==> src/rtl/core/ipllc_pkg.sv <==
// Shared types, constants and character-class helpers for the line classifier.
// No dependencies; imported by every other file of the block.
`timescale 1ns / 1ps

package ipllc_pkg;

  // Sizing
  localparam int LINE_MAX_BYTES = 1024;
  localparam int TOKEN_MAX      = 256;
  localparam int POS_W          = $clog2(LINE_MAX_BYTES + 1);
  localparam int LEN_W          = $clog2(TOKEN_MAX + 1);
  localparam int OFS_FW         = 10;  // offset field width
  localparam int LEN_FW         = 9;   // length field width

  // Line kinds
  localparam logic [2:0] KIND_EMPTY   = 3'd0;
  localparam logic [2:0] KIND_ONE     = 3'd1;
  localparam logic [2:0] KIND_RANGE   = 3'd2;
  localparam logic [2:0] KIND_HOST    = 3'd3;
  localparam logic [2:0] KIND_INVALID = 3'd4;

  // Families
  localparam logic [1:0] FAM_UNKNOWN = 2'd0;
  localparam logic [1:0] FAM_V4      = 2'd1;
  localparam logic [1:0] FAM_V6      = 2'd2;

  // Scan phases
  localparam logic [3:0] PH_LEAD        = 4'd0;
  localparam logic [3:0] PH_ADDR        = 4'd1;
  localparam logic [3:0] PH_ADDR_TAIL   = 4'd2;
  localparam logic [3:0] PH_HOST        = 4'd3;
  localparam logic [3:0] PH_DASH        = 4'd4;
  localparam logic [3:0] PH_SECOND      = 4'd5;
  localparam logic [3:0] PH_SECOND_TAIL = 4'd6;
  localparam logic [3:0] PH_EMPTY       = 4'd8;
  localparam logic [3:0] PH_ONE         = 4'd9;
  localparam logic [3:0] PH_TWO         = 4'd10;
  localparam logic [3:0] PH_HOSTNAME    = 4'd11;
  localparam logic [3:0] PH_INVALID     = 4'd12;

  // Hostname run phases
  localparam logic [1:0] HP_IDLE = 2'd0;
  localparam logic [1:0] HP_RUN  = 2'd1;
  localparam logic [1:0] HP_TAIL = 2'd2;
  localparam logic [1:0] HP_DEAD = 2'd3;

  // Token flag bits
  localparam int FL_COLON  = 0;
  localparam int FL_DOT    = 1;
  localparam int FL_SLASH  = 2;
  localparam int FL_DIGITS = 3;
  localparam logic [3:0] FLAGS_RESET = 4'b1000;

  // Characters
  localparam logic [7:0] CH_HASH  = 8'h23;
  localparam logic [7:0] CH_SEMI  = 8'h3B;
  localparam logic [7:0] CH_DASH  = 8'h2D;
  localparam logic [7:0] CH_COLON = 8'h3A;
  localparam logic [7:0] CH_DOT   = 8'h2E;
  localparam logic [7:0] CH_SLASH = 8'h2F;
  localparam logic [7:0] CH_CR    = 8'h0D;
  localparam logic [7:0] CH_LF    = 8'h0A;
  localparam logic [7:0] CH_TAB   = 8'h09;
  localparam logic [7:0] CH_SPACE = 8'h20;
  localparam logic [7:0] CH_NUL   = 8'h00;
  localparam logic [7:0] CH_UNDER = 8'h5F;

  typedef struct packed {
    logic [1:0]       hp;
    logic [LEN_W-1:0] len;
  } host_t;

  typedef struct packed {
    logic [2:0]        line_kind;
    logic [OFS_FW-1:0] first_start;
    logic [LEN_FW-1:0] first_len;
    logic [OFS_FW-1:0] second_start;
    logic [LEN_FW-1:0] second_len;
    logic [1:0]        first_family;
    logic [1:0]        second_family;
  } res_t;

  function automatic logic is_blank(input logic [7:0] c);
    return (c == CH_SPACE) || (c == CH_TAB);
  endfunction

  function automatic logic is_term(input logic [7:0] c);
    return (c == CH_HASH) || (c == CH_SEMI) || (c == CH_CR) || (c == CH_LF) || (c == CH_NUL);
  endfunction

  function automatic logic is_digit(input logic [7:0] c);
    return (c >= 8'h30) && (c <= 8'h39);
  endfunction

  function automatic logic is_addr_char(input logic [7:0] c);
    return is_digit(c) || ((c >= 8'h61) && (c <= 8'h66)) || ((c >= 8'h41) && (c <= 8'h46))
        || (c == CH_COLON) || (c == CH_DOT) || (c == CH_SLASH);
  endfunction

  function automatic logic is_host_char(input logic [7:0] c);
    return is_digit(c) || ((c >= 8'h61) && (c <= 8'h7A)) || ((c >= 8'h41) && (c <= 8'h5A))
        || (c == CH_UNDER) || (c == CH_DASH) || (c == CH_DOT);
  endfunction

  function automatic logic [3:0] flags_add(input logic [3:0] f, input logic [7:0] c);
    logic [3:0] r;
    r = f;
    if (c == CH_COLON) r[FL_COLON] = 1'b1;
    if (c == CH_DOT)   r[FL_DOT]   = 1'b1;
    if (c == CH_SLASH) r[FL_SLASH] = 1'b1;
    if (!is_digit(c))  r[FL_DIGITS] = 1'b0;
    return r;
  endfunction

  function automatic logic [1:0] family_of(input logic [3:0] f);
    if (f[FL_COLON]) return FAM_V6;
    if (f[FL_DOT] || f[FL_SLASH] || f[FL_DIGITS]) return FAM_V4;
    return FAM_UNKNOWN;
  endfunction

  // One byte into the hostname run; terminators never get here.
  function automatic host_t host_feed(input logic [1:0] hp, input logic [LEN_W-1:0] len,
                                      input logic [7:0] c);
    host_t r;
    r.hp  = hp;
    r.len = len;
    if (hp == HP_RUN) begin
      if (is_host_char(c)) begin
        if (len >= LEN_W'(TOKEN_MAX)) r.hp = HP_DEAD;
        else r.len = len + LEN_W'(1);
      end else if (is_blank(c)) begin
        r.hp = HP_TAIL;
      end else begin
        r.hp = HP_DEAD;
      end
    end else if (hp == HP_TAIL) begin
      if (!is_blank(c)) r.hp = HP_DEAD;
    end
    return r;
  endfunction

endpackage

==> src/rtl/core/ipllc_scan.sv <==
// Per-byte scanner: phase, run counters and flags, plus the line result on the last byte.
// Depends on ipllc_pkg.
`timescale 1ns / 1ps

module ipllc_scan
  import ipllc_pkg::*;
(
  input  logic       clk,
  input  logic       rst,
  input  logic       take,
  input  logic [7:0] ch,
  input  logic       line_end,
  output logic       res_vld,
  output res_t       res
);

  logic [3:0]       phase, phase_next, phase_fin;
  logic [1:0]       host_phase, host_phase_next;
  logic [POS_W-1:0] position, position_next;
  logic [LEN_W-1:0] addr_run_len, addr_run_len_next;
  logic [LEN_W-1:0] host_run_len, host_run_len_next;
  logic [OFS_FW-1:0] token_start, token_start_next;
  logic [OFS_FW-1:0] range_start, range_start_next;
  logic [LEN_W-1:0] range_len, range_len_next;
  logic [3:0]       first_flags, first_flags_next;
  logic [3:0]       range_flags, range_flags_next;
  host_t            hf, hf_lead;

  assign hf      = host_feed(host_phase, host_run_len, ch);
  assign hf_lead = host_feed(HP_RUN, '0, ch);

  always_comb begin
    phase_next        = phase;
    host_phase_next   = host_phase;
    position_next     = position;
    addr_run_len_next = addr_run_len;
    host_run_len_next = host_run_len;
    token_start_next  = token_start;
    range_start_next  = range_start;
    range_len_next    = range_len;
    first_flags_next  = first_flags;
    range_flags_next  = range_flags;

    if (phase < PH_EMPTY) begin
      if (position >= POS_W'(LINE_MAX_BYTES)) begin
        phase_next = PH_INVALID;
      end else begin
        position_next = position + POS_W'(1);
        unique case (phase)
          PH_LEAD: begin
            if (is_blank(ch)) begin
              phase_next = PH_LEAD;
            end else if (is_term(ch)) begin
              phase_next = PH_EMPTY;
            end else begin
              token_start_next  = position[OFS_FW-1:0];
              host_phase_next   = hf_lead.hp;
              host_run_len_next = hf_lead.len;
              if (is_addr_char(ch)) begin
                phase_next        = PH_ADDR;
                addr_run_len_next = LEN_W'(1);
                first_flags_next  = flags_add(first_flags, ch);
              end else if (is_host_char(ch)) begin
                phase_next = PH_HOST;
              end else begin
                phase_next = PH_INVALID;
              end
            end
          end
          PH_ADDR, PH_ADDR_TAIL: begin
            if (is_term(ch)) begin
              phase_next = PH_ONE;
            end else if (phase == PH_ADDR && is_addr_char(ch)) begin
              if (addr_run_len >= LEN_W'(TOKEN_MAX)) begin
                phase_next = PH_INVALID;
              end else begin
                addr_run_len_next = addr_run_len + LEN_W'(1);
                first_flags_next  = flags_add(first_flags, ch);
                host_phase_next   = hf.hp;
                host_run_len_next = hf.len;
              end
            end else if (is_blank(ch)) begin
              host_phase_next   = hf.hp;
              host_run_len_next = hf.len;
              phase_next        = PH_ADDR_TAIL;
            end else if (ch == CH_DASH) begin
              phase_next = PH_DASH;
            end else begin
              // not an address after all: retry as a hostname if plain letters
              host_phase_next   = hf.hp;
              host_run_len_next = hf.len;
              if (first_flags == 4'b0000 && hf.hp != HP_DEAD) phase_next = PH_HOST;
              else phase_next = PH_INVALID;
            end
          end
          PH_HOST: begin
            if (is_term(ch)) begin
              phase_next = PH_HOSTNAME;
            end else begin
              host_phase_next   = hf.hp;
              host_run_len_next = hf.len;
              if (hf.hp == HP_DEAD) phase_next = PH_INVALID;
            end
          end
          PH_DASH: begin
            if (is_blank(ch)) begin
              phase_next = PH_DASH;
            end else if (is_term(ch)) begin
              phase_next = PH_ONE;
            end else if (is_addr_char(ch)) begin
              phase_next       = PH_SECOND;
              range_start_next = position[OFS_FW-1:0];
              range_len_next   = LEN_W'(1);
              range_flags_next = flags_add(range_flags, ch);
            end else begin
              phase_next = PH_INVALID;
            end
          end
          PH_SECOND: begin
            if (is_term(ch)) begin
              phase_next = PH_TWO;
            end else if (is_addr_char(ch)) begin
              if (range_len >= LEN_W'(TOKEN_MAX)) begin
                phase_next = PH_INVALID;
              end else begin
                range_len_next   = range_len + LEN_W'(1);
                range_flags_next = flags_add(range_flags, ch);
              end
            end else if (is_blank(ch)) begin
              phase_next = PH_SECOND_TAIL;
            end else begin
              phase_next = PH_INVALID;
            end
          end
          PH_SECOND_TAIL: begin
            if (is_blank(ch)) phase_next = PH_SECOND_TAIL;
            else if (is_term(ch)) phase_next = PH_TWO;
            else phase_next = PH_INVALID;
          end
          default: phase_next = phase;
        endcase
      end
    end
  end

  // End of line acts as one more terminator.
  always_comb begin
    unique case (phase_next)
      PH_LEAD:                     phase_fin = PH_EMPTY;
      PH_ADDR, PH_ADDR_TAIL,
      PH_DASH:                     phase_fin = PH_ONE;
      PH_HOST:                     phase_fin = PH_HOSTNAME;
      PH_SECOND, PH_SECOND_TAIL:   phase_fin = PH_TWO;
      default:                     phase_fin = phase_next;
    endcase
  end

  always_comb begin
    res = '0;
    if (phase_fin == PH_ONE || phase_fin == PH_TWO) begin
      res.line_kind    = (phase_fin == PH_ONE) ? KIND_ONE : KIND_RANGE;
      res.first_start  = token_start_next;
      res.first_len    = LEN_FW'(addr_run_len_next);
      res.first_family = family_of(first_flags_next);
      if (phase_fin == PH_TWO) begin
        res.second_start  = range_start_next;
        res.second_len    = LEN_FW'(range_len_next);
        res.second_family = family_of(range_flags_next);
      end
    end else if (phase_fin == PH_HOSTNAME) begin
      res.line_kind   = KIND_HOST;
      res.first_start = token_start_next;
      res.first_len   = LEN_FW'(host_run_len_next);
    end else if (phase_fin == PH_INVALID) begin
      res.line_kind = KIND_INVALID;
    end
  end

  assign res_vld = take && line_end;

  always_ff @(posedge clk) begin
    if (rst || res_vld) begin
      phase        <= PH_LEAD;
      host_phase   <= HP_IDLE;
      position     <= '0;
      addr_run_len <= '0;
      host_run_len <= '0;
      token_start  <= '0;
      range_start  <= '0;
      range_len    <= '0;
      first_flags  <= FLAGS_RESET;
      range_flags  <= FLAGS_RESET;
    end else if (take) begin
      phase        <= phase_next;
      host_phase   <= host_phase_next;
      position     <= position_next;
      addr_run_len <= addr_run_len_next;
      host_run_len <= host_run_len_next;
      token_start  <= token_start_next;
      range_start  <= range_start_next;
      range_len    <= range_len_next;
      first_flags  <= first_flags_next;
      range_flags  <= range_flags_next;
    end
  end

endmodule

==> config.mk <==
export PLATFORM = sky130hd
export DESIGN_NAME = ipllc_scan
export DESIGN_NICKNAME = d
export VERILOG_FILES = /design/src/rtl/core/ipllc_pkg.sv /design/src/rtl/core/ipllc_scan.sv
export SDC_FILE = /design/constraint.sdc
export NUM_CORES = 1
export LEC_CHECK = 0
export ABC_AREA = 0
export CORE_MARGIN = 4
export CORE_UTILIZATION = 59
export CTS_CLUSTER_SIZE = 16
export DETAILED_ROUTE_END_ITERATION = 7
export DONT_BUFFER_PORTS = 1
export PLACE_DENSITY = 0.85
export SETUP_SLACK_MARGIN = 0.3
export SYNTH_ARGS = -nofsm -noshare
export SYNTH_HDL_FRONTEND = slang
export SYNTH_SLANG_ARGS = --single-unit
==> constraint.sdc <==
create_clock -name clk -period 3.35 [get_ports clk]
set_clock_uncertainty 0.05 [all_clocks]
set_input_delay 0.1675 -clock clk [delete_from_list [all_inputs] [get_ports clk]]
set_output_delay 0.1675 -clock clk [all_outputs]
set_load 0.005 [all_outputs]
# Word level (Yosys, flattened, before mapping)
# Index checks and enable logic that the tools add are counted.
# Widths: inputs -> output; s select.
dict set report op_classes {
  n_addsub 4
  magnitude_cmp 13
  eq_ne 37
  mux 139
  bitwise 1
  n_reduce_logical 39
}
# op n
set op_table {}
lappend op_table {{$mux 9} 29}
lappend op_table {{$mux 4} 38}
lappend op_table {{$mux 10} 11}
lappend op_table {{$eq 8x6->1 const B} 7}
lappend op_table {{$mux 2} 24}
lappend op_table {{$mux 19} 2}
lappend op_table {{$pmux 9 s2} 2}
lappend op_table {{$le 8x7->1 const B} 4}
lappend op_table {{$add 9x1->9 const B} 3}
lappend op_table {{$ge 9x9->1 const B} 3}
lappend op_table {{$pmux 9 s3} 1}
lappend op_table {{$eq 4x3->1 const B} 6}
lappend op_table {{$eq 8x4->1 const B} 3}
lappend op_table {{$pmux 4 s6} 1}
lappend op_table {{$mux 23} 1}
lappend op_table {{$mux 1} 22}
lappend op_table {{$mux 22} 1}
lappend op_table {{$logic_or 1x1->1} 21}
lappend op_table {{$eq 4x2->1 const B} 4}
lappend op_table {{$eq 4x4->1 const B} 4}
lappend op_table {{$ge 8x7->1 const B} 2}
lappend op_table {{$pmux 4 s2} 2}
lappend op_table {{$pmux 4 s4} 1}
lappend op_table {{$logic_not 4->1} 3}
lappend op_table {{other kinds (22)} 38}
dict set report totals {
  regBits 72
  output_inout_bits 46
  word_cells 243
}

# Logic depth before layout (Yosys ltp)
dict set report depth {
  word_depth 32
  depth_mapped 13
}

# Least setup slack after synthesis
# OpenSTA, ideal clock, no wires.
dict set report synth_path {
  kind {input port to output port}
  start {in ch[7]}
  end {out res[8] (netlist name)}
  arrival_ns 3.066
  required_ns 3.132
  path_slack_ns 0.066
  path_stages 12
  path_cell_list {clkbuf_2 or3_1 buf_2 or4b_4 o31a_2 a311o_1 a31oi_1 o2111a_2 nand3_2 a211o_1 buf_6 a22oi_4}
}
# element line
set synth_rtl {}
lappend synth_rtl {{start, declared} ipllc_scan.sv:11} ;# input logic [7:0] ch,
lappend synth_rtl {{end, declared} ipllc_scan.sv:14} ;# output res_t res

==> results.cfg <==
[detailed_routing]
first_pass_iters = 6
drcViolationCount = 0
vias = 6352
ant_nets = 0
first_iter_violations = 951
vias_per_cell = 6.942
wl_per_cell_um = 21.64
wirelength_um = 19800

[layout]
fin_nets = 819
drive_gt1_share_pct = 22.76
fin_area_um2 = 6735
num_antenna_cells = 0
final_common_cell = nor2_1
area_delta_synth_final_pct = 22.23
multi_input_area_um2 = 4136
seq_area_um2 = 1449
layout_common_cells = nor2_1 (96), nand2_1 (76), buf_4 (69)
fillers = 685

[yosys]
ys_ff_latch = 72
yosysUniqueCellTypes = 84
synthSimpleGateAreaFrac_pct = 28.86
synth_top_family_by_area = compound AO/OA/AOI/OAI gates
synthArstFlopShare_pct = 0
netlist_area_um2 = 5510
synthMuxAreaShare_pct = 6.176
ys_warn_count = 0
syn-num-nets = 787
synth-adder-area-share_pct = 1.998
synth_edf_count = 0
synth_xor_xnor_area_share_pct = 1.589
seq_area_frac_synth_pct = 26.16
synth_ff_type = dfxtp_1
syn_inst = 767
synth_compound_area_share_pct = 29.27
avgSynthCellArea_um2 = 7.184

[clock_network]
cts_buffers = 9
insertion_delay_ns = 0.37
clk_pin_slew_ns = 0.09
cts_root_buffer = clkbuf_8
clock-sinks = 72
cts_buffer_depth = 2
cts_tree = built
h-tree-depth = 3

[setup_path]
cp.arrival_ns = 3.08
r2r-end = addr_run_len[7]$_SDFFE_PP0P_
crit_fanout = 9
rr_worst_depth = 10
r2r_slack_ns = 0.77
cpMostUsedCell = buf_12
startpoint_type = primary input
reg2reg_from = phase[0]$_SDFFE_PP0P_
crit_slowest_cell = or4b_4
path_cells = or3_4, or4b_4, o31a_4, a311o_1, a21oi_1, o211ai_1, buf_4, and2_4, buf_6, nor3_4, buf_12, buf_12, o41ai_4
required_ns = 3.13
cpPeakStageDelay_ns = 0.56
criticalPathCategory = primary input to output port
end_kind = output port

[floorplanning]
core_um2 = 9153
dieArea_um2 = 10950
die_x_um = 104.6
die_h_um = 104.6
initial_core_util_pct = 60.21
row_count = 35
io_pins = 58

[sta]
worst_pin_slew_ns = 0.8110
relSlewSlack_pct = 45.93
setup_viol = 0
post-route-period-util_pct = 98.31
rsz0062_at_grt = true
period_minus_slack_ns = 3.293
drv_slew = 0
timing.fmax_ghz = 0.3037
final_hold_viol_count = 0
whs_ns = 0.01102

[pwr]
ir_drop_mv = 0.3905
internal_power_mw = 1.803
swShare_pct = 39.61
pwr_density_cell_nw_per_um2 = 443.4
leakage_nw = 2.480
p_clk_share_pct = 27.6
combPwrFrac_pct = 41.7
p_switching_mw = 1.183
seqPwrFrac_pct = 30.7

[global_route]
first_global_vias = 5757
antenna_found_initial = 0
grt_overflow = 0
grt_max_degree = 61
grt_pass1_wl_um = 29790
gr-usage-all-layers_pct = 33.02

[worst_hold_path]
whs_path_depth = 3
hold_end = range_len[4]$_SDFFE_PP0P_
hold_path.class = primary input to register
hold_path_startpoint = take

[placement]
port_buffers = 0
dp_hpwl_um = 12840
placed_cell_area_um2 = 5926
finalWeightedCongestion = 0.9808

[flow_run]
cap_viol_max_count = 0

[outcome]
outcome = complete, no violations
## per-stage QoR
| stage | setup WS, ns | instances | total power, mW | TNS [ns] | util [%] |
|---|---|---|---|---|---|
| after floorplan | 0.1335 | 767 | 1.552 | 0 | - |
| after global placement | 0.1291 | 877 | 1.818 | 0 | 64.74 |
| after detailed placement | 0.09600 | 877 | 1.831 | 0 | 64.74 |
| after CTS | 0.1789 | 904 | 2.729 | 0 | 70.24 |
| after global routing | -0.02788 | 915 | 3.082 | -0.02788 | 73.59 |
| final | 0.05674 | 915 | 2.986 | 0 | 73.59 |
## cell usage after synthesis (all sizes together) (5+ instances only)
library cell  number  area [um2]
a211o              6       52.55
a211oi            21       162.6
a21boi             6       45.05
a21o               8       60.06
a21oi             78       397.9
a22oi              6       63.81
a31oi             10       62.56
and3               8       50.05
buf               13       86.33
clkbuf            48       181.4
dfxtp             72        1441
ha                 8       100.1
inv               16       60.06
mux2i             34       340.3
nand2             77       289.0
nand2b             7       43.79
nand3             28       145.1
nand4              9       56.30
nor2              98       367.9
nor2b              5       31.28
nor3              38       195.2
nor4              12       75.07
o211ai             6       45.04
o21ai             31       155.1
o22ai              5       31.28
o31ai              9       67.56
o41ai              5       43.79
or2                7       43.80
or3               12       75.07
xnor2              5       43.79
xor2               5       43.79
## metal layers
layer	GRT usage [%]	wire length, um	vias up
met5	0	0	-
met4	10.97	751	0
met3	6.980	2058	79
met2	52.63	9073	405
li1	-	-	2902
met1	44.53	7914	2966
## power groups by stage
stage / clock [mW] / sequential [mW] / combinational, mW
3_3_place_gp: 0 / 0.930 / 0.888
2_1_floorplan: 0 / 0.918 / 0.634
3_5_place_dp: 0 / 0.932 / 0.900
4_1_cts: 0.813 / 0.914 / 1.00
6_report: 0.824 / 0.917 / 1.25
5_1_grt: 0.858 / 0.920 / 1.30
## critical path: cells and delay by family
| kind | cells | cell delay, ns |
|---|---|---|
| compound gates | 5 | 0.91 |
| simple gates | 4 | 1.41 |
| buf+inv | 4 | 0.59 |
## worst max path at each step
stage                                from      end  slack, ns  depth (start not counted)
global route        phase[0]$_SDFFE_PP0P_  res[30]      -0.03                         10
floorplan                           ch[7]   res[8]       0.13                         12
detailed placement                  ch[4]   res[7]        0.1                         11
CTS                                 ch[4]   res[7]       0.18                         11
finish                              ch[6]  res[24]       0.06                         13
global placement                    ch[4]  res[12]       0.13                         10
## repair_timing
item / in CTS / in global routing
setup endpoints to repair: 42 / 43
pin swaps: 11 / 14
setup buffers: 10 / 9
gates resized for setup: 40 / 40
hold endpoints to repair: 42 / 0
gates cloned: 0 / 2
hold buffers: 1 / 0
## area by class of cell
cell class	instances	share of cell area (%)
clock inverter	7	1.523
inverter	16	0.8917
timing repair buffer	82	10.76
tap	111	2.062
sequential	72	21.51
multi-input combinational	618	61.42
clock buffer	9	1.839
## cell families (layout without fill, tap and decap cells)
logic type	after synthesis	count (layout)
AO/OA/AOI/OAI	238	238
XOR/XNOR	10	10
adder cells (fa/ha/maj)	9	9
buffers and inverters	77	114
flip-flops	72	72
multiplexers	34	34
AND/OR/NAND/NOR	327	327
## registers in the layout (all words and copies together) (netlist names)
signal / cells
host_phase: 2
token_start: 10
range_len: 9
addr_run_len: 9
range_start: 10
phase: 4
position: 11
first_flags: 4
host_run_len: 9
range_flags: 4
Note: power is estimated with default switching activity, not from simulation.
